File: src/rtl/core/stnvs_pkg.sv
// Shared types and constants for the sorted table nearest value search block.
package stnvs_pkg;
	localparam int TableDepth = 256;
	localparam int KeyWidth   = 32;
	localparam int IdWidth    = 16;
	localparam int AddrWidth  = $clog2(TableDepth);
	localparam int CountWidth = AddrWidth + 1;

	typedef logic [KeyWidth-1:0]   key_t;
	typedef logic [IdWidth-1:0]    id_t;
	typedef logic [AddrWidth-1:0]  addr_t;
	typedef logic [CountWidth-1:0] count_t;

	typedef enum logic [2:0] {
		OP_CLEAR  = 3'd0,
		OP_APPEND = 3'd1,
		OP_REMOVE = 3'd2,
		OP_SORT   = 3'd3,
		OP_QUERY  = 3'd4
	} op_t;

	typedef enum logic [2:0] {
		ST_OK      = 3'd0,
		ST_FULL    = 3'd1,
		ST_BAD_IDX = 3'd2,
		ST_EMPTY   = 3'd3,
		ST_NO_NBR  = 3'd4
	} status_t;

	// Absolute difference of two keys
	function automatic key_t key_dist(input key_t a, input key_t b);
		key_dist = (a >= b) ? key_t'(a - b) : key_t'(b - a);
	endfunction
endpackage

File: src/rtl/core/stnvs_range_stack.sv
// Sort work list: stack of (lo, hi) range pairs held in memory.
module stnvs_range_stack (
	input  logic             clk,
	input  logic             we,
	input  stnvs_pkg::addr_t waddr,
	input  stnvs_pkg::addr_t wlo,
	input  stnvs_pkg::addr_t whi,
	input  stnvs_pkg::addr_t raddr,
	output stnvs_pkg::addr_t rlo,
	output stnvs_pkg::addr_t rhi
);
	import stnvs_pkg::*;

	logic [2*AddrWidth-1:0] mem [TableDepth/2];
	logic [2*AddrWidth-1:0] rd_q;

	always_ff @(posedge clk) begin
		if (we) begin
			mem[waddr[AddrWidth-1:1]] <= {wlo, whi};
		end
		rd_q <= mem[raddr[AddrWidth-1:1]];
	end

	assign rlo = rd_q[2*AddrWidth-1:AddrWidth];
	assign rhi = rd_q[AddrWidth-1:0];
endmodule

File: config.mk
export PLATFORM = sky130hd
export DESIGN_NAME = stnvs_range_stack
export DESIGN_NICKNAME = d
export VERILOG_FILES = /design/src/rtl/core/stnvs_pkg.sv /design/src/rtl/core/stnvs_range_stack.sv
export SDC_FILE = /design/constraint.sdc
export NUM_CORES = 2
export LEC_CHECK = 0
export ABC_AREA = 1
export BUFFER_PORTS_ARGS = -buffer_cell sky130_fd_sc_hd__buf_2
export CAP_MARGIN = 20
export CORE_ASPECT_RATIO = 0.7
export CORE_MARGIN = 2
export CORE_UTILIZATION = 35
export CTS_BUF_LIST = sky130_fd_sc_hd__clkbuf_4 sky130_fd_sc_hd__clkbuf_8
export CTS_CLUSTER_SIZE = 8
export DETAILED_ROUTE_END_ITERATION = 8
export PLACE_DENSITY_LB_ADDON = 0.2
export SKIP_CTS_REPAIR_TIMING = 1
export SYNTH_ARGS = -nofsm -noshare
export SYNTH_HDL_FRONTEND = slang
export SYNTH_SLANG_ARGS = --single-unit
export TNS_END_PERCENT = 1
File: constraint.sdc
create_clock -name clk -period 1.9 [get_ports clk]
set_input_delay 0.19 -clock clk [delete_from_list [all_inputs] [get_ports clk]]
set_output_delay 0.19 -clock clk [all_outputs]
set_load 0.05 [all_outputs]
---- Word-level counts from Yosys, hierarchy flattened ----
Memory sizes are Yosys's and may differ from the RTL's. A register that Yosys moved wholly into a read port is not among the register bits.
Index checks and enable logic that the tools add are counted.
operators by class
  mux-type cells .......................... 2
operators by type and width
  cell     count
  $mux W1  2
storage, ports and cells
  memory bits (writable) .................. 2048
  register bits after elaboration ......... 0
  memories ................................ 1
  input bits .............................. 34
  output and inout bits ................... 16
  word-level logic and storage cells ...... 3
memories
  name  depth  width  read ports  clocked after memory_dff  wr ports  line                     RTL
  mem   128    16     1           1                         1         stnvs_range_stack.sv:14  logic [2*AddrWidth-1:0] mem [TableDepth/2];

---- Logic depth before layout (Yosys ltp) ----
  depth in word-level cells ............... 2
  mapped depth ............................ 13
  gate-level depth less buffers ........... 9

---- Worst setup path after synthesis ----
OpenSTA, ideal clock, no wires.
  path kind ............................... input-to-reg
  from .................................... input we
  to ...................................... memory mem[105][0] (netlist bit) (enable)
  buffers on the path ..................... 2
  library setup time ...................... 388 ps
  required time ........................... 1512 ps
  arrival time ............................ 1506 ps
  slack ................................... 5 ps
  stages .................................. 4
  path through ............................ clkbuf_1 -> nand2_1 -> clkbuf_1 -> nor2_1
on the way
  cells in the longest elaborated chain, start to end .. 2
RTL lines
  element                        line                     RTL
  from (decl)                    stnvs_range_stack.sv:4   input logic we,
  $mux W1                        stnvs_range_stack.sv:18  if (we) begin
  $mux W1 (implied by the code)  stnvs_range_stack.sv:19  mem[waddr[AddrWidth-1:1]] <= {wlo, whi};
  to (decl)                      stnvs_range_stack.sv:14
No other way between the ends.

==> qor.txt <==
status: finished, final reports clean
DP Area: 92500 um^2
cell depth of the worst flop-to-flop path: 9
commonest non-fill, non-tap cell in the layout: nand2_1
DRC Markers: 0
simple-gate share of the synthesized area: 0.223
worst-margin pin slew: 0.996 ns
Final Hold Fails: 0
nets: 7382
# setup viols final: 0
largest net degree at the start of global routing: 80
Synth area leaders: edfxtp_1, nand3_1, nand2_1
PD cells: 949 nW/um^2
slew margin rel.: 0.335
H-tree depth: 5
Ports: 50
Placer Congestion: 0.862
largest family of logic cells by synthesized area: simple AND/OR/NAND/NOR gates
post-route cell area: 98600 um^2
Final Non-Filler Cells: 10712
initial antenna violation count: 17
Synth top area share: 0.742
Critical Path Start Type: register
CP Class: register to register
GRT Util Overall: 0.221
worst hold path class: input pin to register
adder-cell share of the synthesized area: 0
Worst setup EP type: register
vias in the first global route: 53259
Filler cells: 21923
CTS tree: built
FF-to-FF setup slack: 0.04 ns
Clock Skew: 0.0476 ns
commonest non-fill, non-tap cells in the layout: nand2_1, edfxtp_1, nand3_1
Tot Pwr: 93.6 mW
worst reg2reg startpoint: mem[70][12]
Synth cell types: 15
Worst VDD drop: 0.586 mV
period utilization: 0.979
Routed wire per std cell: 25.2 um
Worst-Skew Late Latency: 0.93 ns
Worst Path Arrival: 2.66 ns
Syn Inst Count: 6793
setup ws final: 0.0398 ns
critical path's slowest cell: nand3_1
leading area contributor after synthesis: edfxtp_1
row cnt: 149
min Tclk post-route: 1.86 ns
mux contribution to synthesized area: 0
Die Y: 411 um
Max Cap Viol: 0
Buf+Inv Stages, Crit Path: 1
most used cell, CP: nand3_1
max-slew violation count: 0
Post-Synth XOR/XNOR Area: 0
worst hold margin: 0.159 ns
CP Launch Point: mem[70][12]
# port buffers: 47
RSZ-0062 raised after global routing: yes
crit path max fanout: 1
Synth Area in Compound Gates: 0
total grt overflow: 0
R2R Path End: rd_q[12]
Top delay family on crit path: simple AND/OR/NAND/NOR gates
Crit path depth: 9
DRT Pass-1 Iters: 6
CP max stage delay: 0.43 ns
Post-DP HPWL: 169000 um
Layout area overhead: 19.0%
CTS max path bufs: 4
Synth Area per Inst: 12.2 um^2
Vias per Instance: 5.24
Placement Setup Slack: -0.998 ns
crit path capture: rd_q[12]
Vias: 56129
core region area: 235000 um^2
Netlist Area Pre-Place: 82800 um^2
Post-Syn Nets: 6827
Initial Utilization: 0.352
Data required, critical path: 2.70 ns
part of the Yosys area used for sequential elements: 0.746
dpl cells: 10172
layout cell share with drive strength beyond 1: 0.156
1st-iter DRT viols: 6557
first-pass GRT wire length: 386000 um
Leak: 34.8 nW
critical-path cell list: nand2_1 > nand3_1 > nand3_1 > nand3_1 > nand3_1 > buf_4 > nand3_1 > nand3_1 > nand2_1
CTS Sinks: 2064
CTS root buf: clkbuf_8
clk slew on worst S/H paths: 0.07 ns
total CTS buffers: 324
top achievable clock speed: 0.538 GHz
die area: 241000 um^2
Post-DRT Antenna Nets: 0
Die X: 585 um
#FFs+latches synth: 2064
Total Wirelength: 270000 um
Synth Warn #: 0
==> cell type report <==
class,count,area (um^2),area share
sequential,2064,61800,0.627
multi-input combinational,4248,18500,0.188
timing repair buffer,686,8310,0.0842
clock buffer,466,5600,0.0568
tap,3171,3970,0.0402
clock inverter,47,218,0.00221
inverter,24,124,0.00126
antenna,6,15.0,0.000152
==> flip-flops by register name, indices dropped and copies added (netlist names) <==
name  count
mem    2048
rd_q     16
==> how the worst min path moves through the flow <==
stage              from     endpoint  slack, ns  depth (start not counted)
5_1_grt        raddr[5]      rd_q[1]       0.12                          6
3_5_place_dp     wlo[7]  mem[91][15]       0.52                          1
3_3_place_gp     wlo[7]  mem[91][15]       0.53                          1
2_1_floorplan    whi[0]    mem[0][0]       0.29                          0
4_1_cts          wlo[7]  mem[91][15]      -0.49                          1
6_report       raddr[4]      rd_q[3]       0.16                          8
==> cell families after synthesis <==
logic type | after synthesis
and+or+nand+nor | 4248
buffers and inverters | 481
DFF | 2064
==> metrics by stage <==
| stage | TNS, ns | util |
|---|---|---|
| final | 0 | 0.419 |
| after global routing | -0.00169 | 0.419 |
| after CTS | -2.75 | 0.417 |
| after detailed placement | -25.98 | 0.393 |
| after global placement | -38.34 | 0.393 |
| after floorplan | 0 | - |
==> synth_stat cells <==
cell and n:
nand2_1 2087, edfxtp_1 2048, nand3_1 2019, buf_2 251
nor2_1 134, clkbuf_1 81, buf_4 61, buf_1 41
buf_6 22, inv_1 21, dfxtp_1 16, nor3_1 8
inv_2 2, buf_8 1, inv_4 1
==> worst reg2reg max path, stage by stage (launching register included) <==
cell and delay [ns]:
edfxtp_1 0.37, nand2_1 0.08, nand3_1 0.07, nand3_1 0.17, nand3_1 0.10, nand3_1 0.09
buf_4 0.17, nand3_1 0.16, nand3_1 0.43, nand2_1 0.10
==> metal layers <==
| layer | global-route usage | up-vias | part of all wire | wire length [um] |
|---|---|---|---|---|
| met1 | 0.338 | 28070 | 0.47 | 126000 |
| met4 | 0.0507 | 2 | 0.020 | 5400 |
| met5 | 0 | - | 0.000048 | 13 |
| met2 | 0.316 | 2329 | 0.43 | 115000 |
| met3 | 0.0477 | 350 | 0.088 | 23600 |
| li1 | - | 25378 | - | - |
==> power by group <==
| part | internal, mW | switching (mW) |
|---|---|---|
| sequential | 50.3 | 0.148 |
| clock | 18.7 | 17.1 |
| combinational | 2.19 | 5.17 |
Note: power is estimated with default switching activity, not from simulation.
